### src/hw/rtl/cpfb_pkg.sv
package cpfb_pkg;

  localparam int BUFFER_BYTES = 3072;
  localparam int HDR_BYTES    = 22;
  localparam int HDR_CRC_SPAN = 20;
  localparam int CRC_BYTES    = 2;
  localparam int FIT_LIMIT    = BUFFER_BYTES - HDR_BYTES - CRC_BYTES;

  localparam logic [15:0] CRC_INIT = 16'hFFFF;
  localparam logic [15:0] CRC_POLY = 16'h1021;
  localparam logic [7:0]  SYNC_F   = 8'h46;
  localparam logic [7:0]  SYNC_T   = 8'h54;
  localparam logic [7:0]  VERSION_RESET = 8'd2;

  localparam int CFG_AW = 3;
  localparam logic [CFG_AW-1:0] ADDR_FRAME_VERSION = 3'd0;

  typedef enum logic {
    OP_START   = 1'b0,
    OP_PAYLOAD = 1'b1
  } op_t;

  function automatic logic [15:0] crc_add(input logic [15:0] crc, input logic [7:0] b);
    logic [15:0] c;
    c = crc ^ {b, 8'h00};
    for (int i = 0; i < 8; i++) begin
      c = c[15] ? ({c[14:0], 1'b0} ^ CRC_POLY) : {c[14:0], 1'b0};
    end
    return c;
  endfunction

endpackage

### src/hw/rtl/crc_protected_frame_builder_top.sv
// Frame builder for CRC-protected sensor frames. A start transaction emits a 22-byte
// little-endian header that closes with its own CRC-16, followed at once by the payload CRC
// when the stated payload length is zero; each payload transaction emits its byte, and the
// last one also emits the payload CRC low byte first. The output port carries one byte per
// cycle while out_stall is low; a start holds the input side until its header (and, at zero
// length, the payload CRC) is out, the last payload byte until its CRC is out, and other
// payload bytes flow at that rate. The item being sent sits in a job register before the
// output register; the next transaction is taken in the cycle its last byte moves out. Frames
// too large for the buffer are dropped unsent; payload bytes with no open frame are ignored.
module crc_protected_frame_builder_top #(
  parameter int BUFFER_BYTES = cpfb_pkg::BUFFER_BYTES
) (
  input  logic        clk,
  input  logic        rst_n,
  input  logic        in_valid,
  output logic        in_stall,
  input  logic        in_operation,
  input  logic [7:0]  in_flag_byte,
  input  logic [7:0]  in_map_rows,
  input  logic [7:0]  in_map_cols,
  input  logic [15:0] in_payload_length,
  input  logic [31:0] in_frame_period,
  input  logic [15:0] in_die_temperature,
  input  logic [15:0] in_rail_voltage,
  input  logic [7:0]  in_contact_count,
  input  logic [7:0]  in_rejected_count,
  input  logic [7:0]  in_payload_byte,
  output logic        out_valid,
  input  logic        out_stall,
  output logic [7:0]  out_out_byte,
  output logic        out_run_end,
  output logic        out_frame_end,
  input  logic                        cfg_psel,
  input  logic                        cfg_penable,
  input  logic                        cfg_pwrite,
  input  logic [cpfb_pkg::CFG_AW-1:0] cfg_paddr,
  input  logic [31:0]                 cfg_pwdata,
  output logic [31:0]                 cfg_prdata,
  output logic                        cfg_pready
);
  import cpfb_pkg::*;

  localparam int FIT_BYTES = BUFFER_BYTES - HDR_BYTES - CRC_BYTES;

  logic [7:0]  version_r;
  logic [15:0] seq_r,    seq_nxt;
  logic [15:0] crc_r,    crc_nxt;
  logic [15:0] remain_r, remain_nxt;
  logic        open_r,   open_nxt;

  logic        job_valid_r, job_valid_nxt;
  logic [4:0]  job_idx_r,   job_idx_nxt;
  logic [4:0]  job_last_r,  job_last_nxt;
  logic        job_op_r;
  logic [7:0]  job_flag_r, job_rows_r, job_cols_r, job_contact_r, job_reject_r, job_byte_r;
  logic [15:0] job_len_r, job_temp_r, job_rail_r, job_seq_r, job_crc_r, job_crc_nxt;
  logic [31:0] job_period_r;
  logic [15:0] hcrc_r, hcrc_nxt;

  logic        out_valid_r, out_valid_nxt;
  logic [7:0]  out_byte_r, out_byte_nxt;
  logic        out_run_end_r, out_run_end_nxt;
  logic        out_frame_end_r, out_frame_end_nxt;

  logic        in_accept, move, job_at_last, fits, load, cfg_write;
  logic [15:0] pay_crc, remain_dec;
  logic [7:0]  hdr [HDR_CRC_SPAN];
  logic [7:0]  job_out_byte;
  logic        job_out_fend;

  assign cfg_pready = 1'b1;
  assign cfg_write  = cfg_psel && cfg_penable && cfg_pwrite;
  assign cfg_prdata = (cfg_paddr == ADDR_FRAME_VERSION) ? {24'd0, version_r} : 32'd0;

  assign move        = job_valid_r && (!out_valid_r || !out_stall);
  assign job_at_last = (job_idx_r == job_last_r);
  assign in_stall    = job_valid_r && !(move && job_at_last);
  assign in_accept   = in_valid && !in_stall;

  assign fits       = ({1'b0, in_payload_length} <= 17'(FIT_BYTES));
  assign pay_crc    = crc_add(crc_r, in_payload_byte);
  assign remain_dec = remain_r - 16'd1;

  // Architectural frame state advances when the transaction is taken; the job stage keeps
  // the values needed to send its bytes.
  always_comb begin
    seq_nxt       = seq_r;
    crc_nxt       = crc_r;
    remain_nxt    = remain_r;
    open_nxt      = open_r;
    load          = 1'b0;
    job_last_nxt  = job_last_r;
    job_crc_nxt   = job_crc_r;
    if (in_accept) begin
      if (in_operation == OP_START) begin
        open_nxt   = 1'b0;
        remain_nxt = 16'd0;
        crc_nxt    = CRC_INIT;
        if (fits) begin
          load        = 1'b1;
          job_crc_nxt = CRC_INIT;
          if (in_payload_length == 16'd0) begin
            seq_nxt      = seq_r + 16'd1;
            job_last_nxt = 5'(HDR_BYTES + CRC_BYTES - 1);
          end else begin
            open_nxt     = 1'b1;
            remain_nxt   = in_payload_length;
            job_last_nxt = 5'(HDR_BYTES - 1);
          end
        end
      end else if (open_r) begin
        load        = 1'b1;
        job_crc_nxt = pay_crc;
        if (remain_dec == 16'd0) begin
          seq_nxt      = seq_r + 16'd1;
          open_nxt     = 1'b0;
          remain_nxt   = 16'd0;
          crc_nxt      = CRC_INIT;
          job_last_nxt = 5'(CRC_BYTES);
        end else begin
          remain_nxt   = remain_dec;
          crc_nxt      = pay_crc;
          job_last_nxt = 5'd0;
        end
      end
    end
  end

  always_comb begin
    hdr[0]  = SYNC_F;
    hdr[1]  = SYNC_T;
    hdr[2]  = version_r;
    hdr[3]  = job_flag_r;
    hdr[4]  = job_seq_r[7:0];
    hdr[5]  = job_seq_r[15:8];
    hdr[6]  = job_rows_r;
    hdr[7]  = job_cols_r;
    hdr[8]  = job_len_r[7:0];
    hdr[9]  = job_len_r[15:8];
    hdr[10] = job_period_r[7:0];
    hdr[11] = job_period_r[15:8];
    hdr[12] = job_period_r[23:16];
    hdr[13] = job_period_r[31:24];
    hdr[14] = job_temp_r[7:0];
    hdr[15] = job_temp_r[15:8];
    hdr[16] = job_rail_r[7:0];
    hdr[17] = job_rail_r[15:8];
    hdr[18] = job_contact_r;
    hdr[19] = job_reject_r;
  end

  // When a job carries the closing payload CRC, it is the last two bytes of that job.
  always_comb begin
    job_out_fend = 1'b0;
    job_out_byte = job_byte_r;
    if (job_at_last && (job_op_r == OP_PAYLOAD ? job_idx_r != 5'd0
                                               : job_last_r != 5'(HDR_BYTES - 1))) begin
      job_out_byte = job_crc_r[15:8];
      job_out_fend = 1'b1;
    end else if (job_idx_r == job_last_r - 5'd1 &&
                 (job_op_r == OP_PAYLOAD || job_last_r != 5'(HDR_BYTES - 1))) begin
      job_out_byte = job_crc_r[7:0];
    end else if (job_op_r == OP_START) begin
      if (job_idx_r < 5'(HDR_CRC_SPAN)) begin
        job_out_byte = hdr[job_idx_r];
      end else if (job_idx_r == 5'(HDR_CRC_SPAN)) begin
        job_out_byte = hcrc_r[7:0];
      end else begin
        job_out_byte = hcrc_r[15:8];
      end
    end
  end

  always_comb begin
    job_valid_nxt = job_valid_r;
    job_idx_nxt   = job_idx_r;
    hcrc_nxt      = hcrc_r;
    if (move) begin
      job_idx_nxt = job_idx_r + 5'd1;
      if (job_at_last) begin
        job_valid_nxt = 1'b0;
      end
      if (job_op_r == OP_START && job_idx_r < 5'(HDR_CRC_SPAN)) begin
        hcrc_nxt = crc_add(hcrc_r, job_out_byte);
      end
    end
    if (load) begin
      job_valid_nxt = 1'b1;
      job_idx_nxt   = 5'd0;
      hcrc_nxt      = CRC_INIT;
    end
  end

  always_comb begin
    out_valid_nxt     = out_valid_r;
    out_byte_nxt      = out_byte_r;
    out_run_end_nxt   = out_run_end_r;
    out_frame_end_nxt = out_frame_end_r;
    if (move) begin
      out_valid_nxt     = 1'b1;
      out_byte_nxt      = job_out_byte;
      out_run_end_nxt   = job_at_last;
      out_frame_end_nxt = job_out_fend;
    end else if (!out_stall) begin
      out_valid_nxt = 1'b0;
    end
  end

  always_ff @(posedge clk) begin
    if (!rst_n) begin
      version_r   <= VERSION_RESET;
      seq_r       <= 16'd0;
      crc_r       <= CRC_INIT;
      remain_r    <= 16'd0;
      open_r      <= 1'b0;
      job_valid_r <= 1'b0;
      job_idx_r   <= 5'd0;
      job_last_r  <= 5'd0;
      out_valid_r <= 1'b0;
    end else begin
      if (cfg_write && cfg_paddr == ADDR_FRAME_VERSION) begin
        version_r <= cfg_pwdata[7:0];
      end
      seq_r       <= seq_nxt;
      crc_r       <= crc_nxt;
      remain_r    <= remain_nxt;
      open_r      <= open_nxt;
      job_valid_r <= job_valid_nxt;
      job_idx_r   <= job_idx_nxt;
      job_last_r  <= job_last_nxt;
      out_valid_r <= out_valid_nxt;
    end
  end

  always_ff @(posedge clk) begin
    hcrc_r          <= hcrc_nxt;
    out_byte_r      <= out_byte_nxt;
    out_run_end_r   <= out_run_end_nxt;
    out_frame_end_r <= out_frame_end_nxt;
    if (load) begin
      job_op_r      <= in_operation;
      job_flag_r    <= in_flag_byte;
      job_rows_r    <= in_map_rows;
      job_cols_r    <= in_map_cols;
      job_len_r     <= in_payload_length;
      job_period_r  <= in_frame_period;
      job_temp_r    <= in_die_temperature;
      job_rail_r    <= in_rail_voltage;
      job_contact_r <= in_contact_count;
      job_reject_r  <= in_rejected_count;
      job_byte_r    <= in_payload_byte;
      job_seq_r     <= seq_r;
      job_crc_r     <= job_crc_nxt;
    end
  end

  assign out_valid     = out_valid_r;
  assign out_out_byte  = out_byte_r;
  assign out_run_end   = out_run_end_r;
  assign out_frame_end = out_frame_end_r;

  a_job_idx_in_range: assert property (@(posedge clk) disable iff (!rst_n)
    job_valid_r |-> job_idx_r <= job_last_r)
    else $error("job byte index ran past the last byte");

  a_frame_end_is_run_end: assert property (@(posedge clk) disable iff (!rst_n)
    (out_valid_r && out_frame_end_r) |-> out_run_end_r)
    else $error("frame end without end of transaction results");

  a_open_has_bytes: assert property (@(posedge clk) disable iff (!rst_n)
    open_r |-> remain_r != 16'd0)
    else $error("open frame with no payload bytes remaining");

  a_accept_only_when_free: assert property (@(posedge clk) disable iff (!rst_n)
    (in_accept && job_valid_r) |-> (move && job_at_last))
    else $error("transaction taken while the job stage still had bytes to send");

endmodule

### config.mk
export PLATFORM = sky130hd
export DESIGN_NAME = crc_protected_frame_builder_top
export DESIGN_NICKNAME = d
export VERILOG_FILES = /design/src/hw/rtl/cpfb_pkg.sv /design/src/hw/rtl/crc_protected_frame_builder_top.sv
export SDC_FILE = /design/constraint.sdc
export NUM_CORES = 1
export LEC_CHECK = 0
export ABC_AREA = 1
export BUFFER_PORTS_ARGS = -buffer_cell sky130_fd_sc_hd__buf_2
export CORE_MARGIN = 2
export CORE_UTILIZATION = 51
export DETAILED_ROUTE_END_ITERATION = 16
export PLACE_DENSITY = 0.78
export SYNTH_ARGS = -nofsm -noshare
export SYNTH_HDL_FRONTEND = slang
export SYNTH_SLANG_ARGS = --single-unit
### constraint.sdc
create_clock -name clk -period 5.2 [get_ports clk]
set_input_delay 0.78 -clock clk [delete_from_list [all_inputs] [get_ports clk]]
set_output_delay 0.78 -clock clk [all_outputs]
set_load 0.05 [all_outputs]
# Yosys cells after proc, flatten, opt, wreduce, memory -nomap -nowiden

Index checks and enable logic that the tools add are counted.

Bits in registers: 256
Input port bits: 171
Output and inout port bits: 45
Logic and storage cells: 154

Add/subtract/negate cells: 4
$lt $le $gt $ge: 3
Equal/unequal tests: 7
Muxes and demuxes: 62
Bitwise logic cells: 21
Reductions and logical operators: 31

Operators by type and width:

| kind                  | count |
|---|---|
| $mux 16               | 16 |
| $mux 13               | 16 |
| $mux 8                | 8 |
| $not 3->3             | 16 |
| $bmux 8 s5            | 1 |
| $logic_not 16->1      | 2 |
| $xor 16x16->16        | 2 |
| $add 16x1->16 const B | 1 |
| $le 16x12->1 const B  | 1 |
| $mux 1                | 16 |
| $sub 16x1->16 const B | 1 |
| $mux 5                | 3 |
| $eq 5x5->1            | 2 |
| $logic_and 1x1->1     | 10 |
| $reduce_bool 2->1     | 4 |
| $ge 6x6->1 const B    | 1 |
| $ne 2x1->1 const B    | 3 |
| $not 5->6             | 1 |
| $reduce_and 2->1      | 3 |
| $add 5x1->5 const B   | 1 |
| $eq 5x5->1 const B    | 1 |
| $lt 5x5->1 const B    | 1 |
| $ne 5x5->1 const B    | 1 |
| $reduce_and 5->1      | 1 |
| 10 further kinds      | 16 |

# Longest topological paths before layout

Gate-level depths: netlist (run 1).

Word-level depth: 25
Mapped depth: 22
Gate-level depth less buffers: 21

# Worst setup path after synthesis (run 1)

No wires, ideal clock.

Path kind: in2reg
Start point: input port out_stall
End point: register job_byte_r[0], enable pin
Library setup time: 443 ps
Data arrival time: 3718 ps
Data required time: 4757 ps
Path slack: 1039 ps
Stages on the path: 12
Path buffers: 1
Cells stage by stage: nand2_1 nand2_1 inv_1 nand2_1 nand2_2 nand2_2 clkinv_2 nand2_4 clkinv_2 nand2_4 inv_1 buf_2

Cells in the longest elaborated chain, start to end: 9

Ends and longest elaborated chain:

| item                 | RTL line                               | source |
|---|---|---|
| start, declared      | crc_protected_frame_builder_top.sv:29  | `input logic out_stall,` |
| $logic_not 1->1      | n/a                                    |  |
| $logic_or 1x1->1     | crc_protected_frame_builder_top.sv:75  | `assign move = job_valid_r && (!out_valid_r \|\| !out_stall);` |
| $logic_and 1x1->1    | crc_protected_frame_builder_top.sv:75  |  |
| via move             | crc_protected_frame_builder_top.sv:65  | `logic in_accept, move, job_at_last, fits, load, cfg_write;` |
| $logic_and 1x1->1    | crc_protected_frame_builder_top.sv:77  | `assign in_stall = job_valid_r && !(move && job_at_last);` |
| $logic_not 1->1      | crc_protected_frame_builder_top.sv:77  |  |
| $logic_and 1x1->1    | crc_protected_frame_builder_top.sv:77  |  |
| $logic_not 1->1      | crc_protected_frame_builder_top.sv:78  | `assign in_accept = in_valid && !in_stall;` |
| $logic_and 1x1->1    | crc_protected_frame_builder_top.sv:78  |  |
| $mux 1               | crc_protected_frame_builder_top.sv:94  | `if (in_accept) begin` |
| end signal, assigned | crc_protected_frame_builder_top.sv:251 | `job_byte_r <= in_payload_byte;` |
| end, declared        | crc_protected_frame_builder_top.sv:55  | `logic [7:0] job_flag_r, job_rows_r, job_cols_r, job_contact_r, job_reject_r, job_byte_r;` |

The timed path passes the listed nets, and every way through them passes these cells.
A chain may end at the register's enable or synchronous reset.

# Worst setup path after layout (run 1)

Start point: register job_idx_r[4]
End point: register job_period_r[11], enable pin

Cells in the longest elaborated chain, start to end: 7

Ends and longest elaborated chain:

| item                   | RTL line                               | source |
|---|---|---|
| start, declared        | crc_protected_frame_builder_top.sv:52  | `logic [4:0] job_idx_r, job_idx_nxt;` |
| start signal, assigned | crc_protected_frame_builder_top.sv:229 | `job_idx_r <= job_idx_nxt;` |
| $eq 5x5->1             | crc_protected_frame_builder_top.sv:76  | `assign job_at_last = (job_idx_r == job_last_r);` |
| via job_at_last        | crc_protected_frame_builder_top.sv:65  |  |
| $logic_and 1x1->1      | crc_protected_frame_builder_top.sv:77  |  |
| $logic_not 1->1        | crc_protected_frame_builder_top.sv:77  |  |
| $logic_and 1x1->1      | crc_protected_frame_builder_top.sv:77  |  |
| $logic_not 1->1        | crc_protected_frame_builder_top.sv:78  |  |
| $logic_and 1x1->1      | crc_protected_frame_builder_top.sv:78  |  |
| $mux 1                 | crc_protected_frame_builder_top.sv:94  |  |
| end signal, assigned   | crc_protected_frame_builder_top.sv:246 | `job_period_r <= in_frame_period;` |
| end, declared          | crc_protected_frame_builder_top.sv:57  | `logic [31:0] job_period_r;` |

The timed path passes the listed nets, and every way through them passes these cells.

==> metrics.cfg, run 1 <==
[status]
status = complete, no violations

[clock_network]
cts_tree = yes
cts_sinks = 253
holdBufCountCts = 0
cts_resized = 0
cts_setup_buffers = 0
clk_pin_slew_ns = 0.06
clkLatencyLatePin_ns = 0.54
htree_levels = 1
cts_buffer_depth = 3
root_buffer = clkbuf_16
numCtsBuffers = 28

[critical_path]
start_kind = flip-flop
cp.required_ns = 5.41
cpLargestDelayFamily = buffers and inverters
slowest_stage = dfxtp_1
path_buf_inv = 5
worst-setup-path-type = reg -> reg
crit_chain = nand2_1 > o21ai_2 > nand4_2 > inv_2 > nand2_1 > nand2_2 > nand2_2 > clkinv_2 > nand2_4 > clkinv_2 > nand2_4 > inv_6 > buf_4
cp_max_fo = 64
endpoint_kind = flip-flop
slowest_delay_ns = 0.76
critPathArrivalTime_ns = 4.06

[die]
num_rows = 57
die-area_um2 = 25700
io_pins = 216
die_h_um = 160.3
coreArea_um2 = 24180
start_util_pct = 51.54
die_x_um = 160.3

[placed_design]
io_buffers = 166
gp_congestion = 0.8833
dpl.cell_count = 1902
place_ws_ns = 1.118
dp_hpwl_um = 22910

[grt]
grt_pass1_wl_um = 51510
grt_max_degree = 65
grt_overflow = 0
grt_usage_pct = 25.19
antenna_found_initial = 0
grt_pass1_vias = 9839

[synth]
ys_warn_count = 0
ys_types = 46
syn-instance-count = 1456
avgSynthCellArea_um2 = 8.558
synth_seq_cells = 253
yosysSeqAreaShare_pct = 54.38
syn-cell-area_um2 = 12460

[timing]
fin_setup_tns_ns = 0
rsz0062_at_grt = no
layout_min_cycle_time_ns = 3.845
tightest_slew_ns = 0.8878
finalSetupViolations = 0
hold_violations = 0
worst_hold_slack_ns = 0.4146
final.setup_skew_ns = 0.01135
maxSlewViolCount = 0
slew_headroom_pct = 40.59
fmax_mhz = 260.1
setup_slack_ns = 1.355
fin_crit_sh_pct = 73.93

[drt]
wl_met3_um = 3109
wl_met2_um = 15130
wl_per_cell_um = 16.80
drt-initial-drc-count = 1153
drt-total-wl_um = 32840
antenna_left = 0
firstDrtPassIters = 6
dr.max_layer_used = met4
m1WireLength_um = 13600
drc = 0
num_vias = 10450
vias_per_cell = 5.344

[pwr]
leakagePower_uw = 0.006327
p_per_area_nw_per_um2 = 357.9
peakVddDrop_mv = 0.2521

[run]
maxCapViolCount = 0

[hold_path]
hp-class = in -> reg

[cells_and_area]
final_cells = 1955
final_layout_size_suffix_gt1_share_pct = 17.18
syn_to_final_growth_pct = 15.15
utilization_pct = 59.35
fill_cells = 2020
final_nets = 1787

area by class of cell:
type                    instances  area (um^2)  share of cell area, %
repair buffers                175        910.9                  6.348
inverters                     152        583.1                  4.063
flip-flops and latches        253         6778                  47.24
diodes                          1        2.502                0.01744
well taps                     324        405.4                  2.825
clock inverters                21        222.7                  1.552
clock buffers                  31        733.2                  5.110
multi-input cells             998         4713                  32.85
stage by stage:
step	instance area, um^2	total power, uW
after global routing	14350	5347
final	14350	5135
after CTS	14350	5150
after global placement	13390	3104
after floorplan	12550	2931
after detailed placement	13390	3126
path summary, 6_finish.rpt:
| path | from | to | slack, ns | depth (start not counted) |
|---|---|---|---|---|
| worst min register to register | remain_r[15] | remain_r[15] | 0.47 | 2 |
| worst max-delay path | job_idx_r[4] | job_period_r[11] | 1.36 | 13 |
| worst min-delay path | in_frame_period[17] | job_period_r[17] | 0.41 | 1 |
| worst max register to register | job_idx_r[4] | job_period_r[11] | 1.36 | 13 |
state kept, by name, indices dropped and copies added (netlist names), 5 cells and up:
signal / count
crc_r: 16
hcrc_r: 16
job_byte_r: 8
job_cols_r: 8
job_contact_r: 8
job_crc_r: 16
job_flag_r: 8
job_idx_r: 5
job_len_r: 16
job_period_r: 32
job_rail_r: 16
job_reject_r: 8
job_rows_r: 8
job_seq_r: 16
job_temp_r: 16
out_out_byte: 8
remain_r: 16
seq_r: 16
version_r: 8
cell usage in the layout (no fill, tap or decap), types with 4 or more instances in the layout:
cell type,instances
nor2_2,5
nand3_1,121
o21ai_1,24
nand2_1,453
dfxtp_1,81
a21oi_1,86
inv_1,142
bufinv_16,4
xor2_1,18
conb_1,25
buf_4,8
ha_1,8
xnor2_1,12
clkbuf_16,29
a211oi_1,6
o21ai_0,54
inv_2,5
edfxtp_1,171
nor3_1,9
or2_2,21
buf_2,166
clkinv_2,8
o211ai_1,9
nand2_2,6
nor4_1,7
clkinv_1,4
a221oi_1,6
nand4_1,18
nor2_1,86
report_power, final:
| part | switching (uW) | internal [uW] | total [uW] |
|---|---|---|---|
| clock | 813 | 1220 | 2030 |
| sequential | 67.3 | 2260 | 2330 |
| combinational | 524 | 249 | 773 |
| total | 1400 | 3730 | 5140 |
logic make-up after synthesis:
| logic type | share of synthesized area, % |
|---|---|
| buf+inv | 8.485 |
| flops | 54.38 |
| fa+ha+maj | 0.8033 |
| xor+xnor | 2.109 |
| other cells | 0.06027 |
| simple gates | 25.91 |
| compound gates | 8.254 |
per-layer routing:
layer  vias to the layer above  track usage, %
met2                       474           40.79
met3                        65           4.752
met4                         0           8.600
met1                      4847           34.35
li1                       5061               -
met5                         -               0
cell usage after synthesis (all sizes together):
| cell type | n | area (um^2) |
|---|---|---|
| xor2 | 18 | 157.7 |
| ha | 8 | 100.1 |
| nand2 | 462 | 1772 |
| nor4 | 7 | 43.79 |
| and3 | 1 | 6.260 |
| nor2 | 95 | 407.9 |
| nand4 | 19 | 125.1 |
| nand3 | 124 | 643.1 |
| clkinv | 2 | 10.01 |
| conb | 2 | 7.510 |
| o21ai | 80 | 407.9 |
| nand3b | 1 | 11.26 |
| buf | 64 | 434.2 |
| clkbuf | 12 | 45.04 |
| a221oi | 6 | 52.55 |
| nor3 | 10 | 55.05 |
| a211oi | 6 | 45.04 |
| o22a | 1 | 8.760 |
| xnor2 | 12 | 105.1 |
| inv | 150 | 568.0 |
| a21oi | 87 | 439.2 |
| nor3b | 1 | 7.510 |
| dfxtp | 82 | 1642 |
| o211ai | 9 | 67.56 |
| o21a | 1 | 7.510 |
| edfxtp | 171 | 5135 |
| or2 | 24 | 150.2 |
| nor2b | 1 | 6.260 |
Note: power is estimated with default switching activity, not from simulation.
==> run 2: changes to the inputs <==
--- a/config.mk
+++ b/config.mk
@@ -10,7 +10,7 @@
 export CORE_MARGIN = 2
 export CORE_UTILIZATION = 51
 export DETAILED_ROUTE_END_ITERATION = 16
-export PLACE_DENSITY = 0.78
+export PLACE_DENSITY = 0.81
 export SYNTH_ARGS = -nofsm -noshare
 export SYNTH_HDL_FRONTEND = slang
 export SYNTH_SLANG_ARGS = --single-unit
==> constraint.sdc (replaced) <==
create_clock -name clk -period 3.15 [get_ports clk]
set_input_delay 0.4725 -clock clk [delete_from_list [all_inputs] [get_ports clk]]
set_output_delay 0.4725 -clock clk [all_outputs]
set_load 0.05 [all_outputs]
==> metrics.cfg, run 2 (synthesized netlist as in run 1, its figures left out) <==
[die]
num_rows = 57
start_util_pct = 51.54
die-area_um2 = 25700
die_x_um = 160.3
coreArea_um2 = 24180
die_h_um = 160.3
io_pins = 216

[cells_and_area]
final_common_cell = nand2_1
final_cells = 1977
final_nets = 1809
final_cell_mix = 453 x nand2_1, 171 x edfxtp_1, 166 x buf_2
syn_to_final_growth_pct = 15.70
fill_cells = 2007
largest_reg_flops = 32
final_layout_size_suffix_gt1_share_pct = 18.05
largest-register = job_period_r

[critical_path]
path_buf_inv = 6
cpLargestDelayFamily = buffers and inverters
cp_max_fo = 32
slowest_delay_ns = 0.64
slowest_stage = dfxtp_1
crit_chain = buf_4 > xnor2_1 > nand4_2 > inv_2 > nand2_1 > nand2_2 > nand2_2 > clkinv_2 > nand2_4 > clkinv_2 > nand2_4 > inv_6 > buf_4
critPathArrivalTime_ns = 3.07
cp.required_ns = 3.38
worst-setup-path-type = reg -> reg
start_kind = flip-flop
endpoint_kind = flip-flop

[clock_network]
cts_sinks = 253
root_buffer = clkbuf_16
holdBufCountCts = 0
numCtsBuffers = 27
cts_tree = yes
clk_pin_slew_ns = 0.06
cts_resized = 0
cts_buffer_depth = 3
htree_levels = 1
clkLatencyLatePin_ns = 0.54
cts_setup_buffers = 0

[drt]
drt-total-wl_um = 32600
num_vias = 10570
drc = 0
vias_per_cell = 5.344
wl_per_cell_um = 16.49
antenna_left = 0
firstDrtPassIters = 5
drt-initial-drc-count = 1282

[pwr]
p_int_uw = 5841
seqPwrFrac_pct = 47.5
peakVddDrop_mv = 0.3567
netSwitchingFraction_pct = 27.92
p_per_area_nw_per_um2 = 562.0
pwr-share-comb_pct = 16.0
leakagePower_uw = 0.006387
clockPowerShare_pct = 36.5
p_sw_uw = 2262

[timing]
fin_crit_sh_pct = 89.99
maxSlewViolCount = 0
tightest_slew_ns = 0.7399
rsz0062_at_grt = no
fmax_mhz = 352.8
finalSetupViolations = 0
slew_headroom_pct = 50.53
final.setup_skew_ns = 0.01091
hold_violations = 0
layout_min_cycle_time_ns = 2.835
fin_setup_tns_ns = 0

[grt]
grt_pass1_wl_um = 51070
grt_usage_pct = 24.80
antenna_found_initial = 3
grt_pass1_vias = 9746
grt_overflow = 0
grt_max_degree = 42

[hold_path]
hp-class = in -> reg

[placed_design]
dpl.cell_count = 1925
dp_hpwl_um = 23730
io_buffers = 166
gp_congestion = 0.9193

[run]
maxCapViolCount = 0

[status]
status = complete, no violations

run 2: cell types whose count changed in the layout (fill, tap and decap cells not counted), moves of 2 or more:
cell / change
buf_4: +21
bufinv_16: -3
clkinv_4: -3
buf_12: +2
clkbuf_16: -2
clkinv_1: +2
clkinv_2: +2
run 2: worst reg2reg max path, cell delays in order, from the launching register on:
cell      delay [ns]
dfxtp_1         0.64
buf_4           0.25
xnor2_1         0.14
nand4_2         0.15
inv_2           0.12
nand2_1         0.07
nand2_2         0.09
nand2_2         0.06
clkinv_2        0.11
nand2_4         0.06
clkinv_2        0.06
nand2_4         0.14
inv_6           0.33
buf_4           0.29
run 2: path summary, 6_finish.rpt:
check	startpoint	endpoint	slack, ns	cells after the start
setup / recovery	job_idx_r[1]	job_cols_r[7]	0.32	13
hold / removal	in_map_rows[6]	job_rows_r[6]	0.11	1
setup reg to reg	job_idx_r[1]	job_cols_r[7]	0.32	13
hold reg to reg	remain_r[15]	remain_r[15]	0.47	2
run 2: per-layer routing:
metal | share of wire [%] | global-route usage [%] | routed length (um)
met1 | 41 | 33.51 | 13260
met2 | 48 | 42.19 | 15620
met3 | 8.9 | 3.177 | 2887
met4 | 2.5 | 7.289 | 827
met5 | 0.040 | 0 | 13
run 2: stage by stage:
step | cell area [um^2] | power [uW] | hold WS, ns | utilization (%) | setup slack [ns]
after detailed placement | 13590 | 5189 | 0.4484 | 56.20 | 0.3523
after global routing | 14420 | 8438 | 0.09472 | 59.63 | 0.09647
after floorplan | 12550 | 4837 | 0.4300 | - | 0.01051
after CTS | 14410 | 8121 | 0.09464 | 59.61 | 0.3216
after global placement | 13590 | 5138 | 0.4476 | 56.20 | 0.3619
final | 14420 | 8103 | 0.1082 | 59.63 | 0.3155
run 2: layout make-up:
cell class,instances,area (um^2),area share (%)
Antenna cell,2,5.005,0.03471
Clock buffer,31,700.7,4.860
Clock inverter,19,123.9,0.8592
Inverter,152,583.1,4.044
Multi-Input combinational cell,998,4713,32.69
Sequential cell,253,6778,47.01
Tap cell,324,405.4,2.812
Timing Repair Buffer,198,1109,7.689
run 2: power by group through the flow:
stage	clock (uW)	sequential (uW)	combinational [uW]
global placement	0	3910	1230
global route	3120	3870	1450
floorplan	0	3910	930
CTS	2990	3850	1280
detailed placement	0	3920	1270
finish	2950	3850	1300
==> run 3: changes to the inputs <==
--- a/config.mk
+++ b/config.mk
@@ -10,7 +10,8 @@
 export CORE_MARGIN = 2
 export CORE_UTILIZATION = 51
 export DETAILED_ROUTE_END_ITERATION = 16
-export PLACE_DENSITY = 0.81
+export PLACE_DENSITY = 0.83
+export REMOVE_ABC_BUFFERS = 1
 export SYNTH_ARGS = -nofsm -noshare
 export SYNTH_HDL_FRONTEND = slang
 export SYNTH_SLANG_ARGS = --single-unit
==> metrics.cfg, run 3 (synthesized netlist as in run 1, its figures left out) <==
[hold_path]
hp-class = in -> reg
worstHoldEndpoint = job_period_r[7]
hold_depth = 1
holdCritStartpoint = in_frame_period[7]

[die]
io_pins = 216
die-area_um2 = 25700
die_x_um = 160.3
num_rows = 57
coreArea_um2 = 24180
die_h_um = 160.3
start_util_pct = 51.54

[pwr]
pwr-share-comb_pct = 15.8
p_int_uw = 6054
clockPowerShare_pct = 37.9
p_per_area_nw_per_um2 = 573.1
seqPwrFrac_pct = 46.3
netSwitchingFraction_pct = 27.10
peakVddDrop_mv = 0.4650
p_sw_uw = 2250
leakagePower_uw = 0.006404

[drt]
num_vias = 10640
drt-initial-drc-count = 1083
firstDrtPassIters = 6
wl_per_cell_um = 16.05
drt-total-wl_um = 31760
drc = 0
antenna_left = 0
vias_per_cell = 5.374

[timing]
hold_violations = 0
rsz0062_at_grt = no
slew_headroom_pct = 59.77
layout_min_cycle_time_ns = 2.813
setup_slack_ns = 0.3372
finalSetupViolations = 0
final.setup_skew_ns = 0.01141
fmax_mhz = 355.5
tightest_slew_ns = 0.6020
fin_crit_sh_pct = 89.30
worst_hold_slack_ns = 0.1101
maxSlewViolCount = 0

[clock_network]
clkLatencyLatePin_ns = 0.53
numCtsBuffers = 27
cts_setup_buffers = 0
clk_pin_slew_ns = 0.06
cts_sinks = 253
holdBufCountCts = 0
cts_tree = yes
htree_levels = 1
cts_buffer_depth = 3
root_buffer = clkbuf_16
cts_resized = 0

[critical_path]
critPathArrivalTime_ns = 3.04
r2r_slack_ns = 0.34
start_kind = flip-flop
cp.required_ns = 3.37
cp_max_fo = 37
rr_startpoint = job_idx_r[1]
endpoint_kind = flip-flop
rr_endpoint = job_len_r[13]
worst-setup-path-type = reg -> reg
worst-r2r-cell-count = 13

[cells_and_area]
multi_input_area_um2 = 4713
final_common_cell = nand2_1
regArea_um2 = 6778
largest-register = job_period_r
final_cell_mix = 453 x nand2_1, 171 x edfxtp_1, 166 x buf_2
final_cells = 1979
fill_cells = 1958
largest_reg_flops = 32
final_layout_size_suffix_gt1_share_pct = 17.81
syn_to_final_growth_pct = 16.29
final_nets = 1809

[grt]
antenna_found_initial = 4
grt_pass1_wl_um = 50160
grt_overflow = 0
grt_usage_pct = 24.19
grt_pass1_vias = 9943
grt_max_degree = 45

[placed_design]
dpl.cell_count = 1925
gp_congestion = 0.9543
io_buffers = 166
place_ws_ns = 0.4114
dp_hpwl_um = 22630

[status]
status = complete, no violations

[run]
maxCapViolCount = 0

==> run 3: cell types whose count changed in the layout (fill, tap and decap cells not counted), sizes merged <==
cell / before / now
clkinv: 16 / 6
clkbuf: 31 / 40
bufinv: 1 / 3
diode: 2 / 4
clkinvlp: 3 / 2
==> run 3: how the worst max path moves through the flow <==
stage                 start               to  slack, ns
6_report       job_idx_r[1]    job_len_r[13]       0.34
5_1_grt        job_idx_r[3]        hcrc_r[6]       0.04
4_1_cts        job_idx_r[1]    job_len_r[13]       0.36
3_5_place_dp   job_idx_r[1]  job_period_r[1]       0.41
3_3_place_gp   job_idx_r[1]  job_period_r[1]       0.49
2_1_floorplan  job_idx_r[0]    job_byte_r[0]      -3.00
==> run 3: power by group through the flow <==
stage                     registers [uW]  logic, uW  clock network (uW)
after detailed placement            3910       1280                   0
after global placement              3900       1240                   0
after floorplan                     3930        854                   0
final                               3840       1310                3150
after CTS                           3840       1290                3190
after global routing                3860       1460                3300
==> run 3: worst max-delay path, stage by stage (launching register included) <==
cell      delay [ns]
dfxtp_1         0.50
buf_4           0.23
xnor2_1         0.15
nand4_2         0.17
inv_2           0.11
nand2_1         0.06
nand2_2         0.11
nand2_2         0.07
clkinv_2        0.13
nand2_4         0.07
clkinv_2        0.06
nand2_4         0.15
inv_6           0.37
buf_4           0.30
==> run 3: final cells by class <==
cell class | instances | share of cell area (%)
diodes | 4 | 0.06908
clock buffers | 40 | 5.138
clock inverters | 10 | 0.9326
inverters | 152 | 4.024
multi-input cells | 998 | 32.53
flip-flops and latches | 253 | 46.78
well taps | 324 | 2.798
repair buffers | 198 | 7.737
==> run 3: metal layers <==
layer / global-route usage [%] / share of wire (%) / vias to the layer above
li1: - / - / 5110
met1: 31.66 / 40 / 4863
met2: 41.07 / 48 / 571
met3: 3.796 / 8.6 / 91
met4: 8.681 / 3.6 / 0
met5: 0 / 0 / -
==> run 3: metrics by stage <==
step           util [%]  instance area (um^2)  setup TNS [ns]  power [uW]
2_1_floorplan         -                 12070         -473.44        4784
3_3_place_gp      56.25                 13600               0        5141
3_5_place_dp      56.25                 13600               0        5187
4_1_cts           59.89                 14480               0        8324
5_1_grt           59.92                 14490               0        8622
6_report          59.93                 14490               0        8304
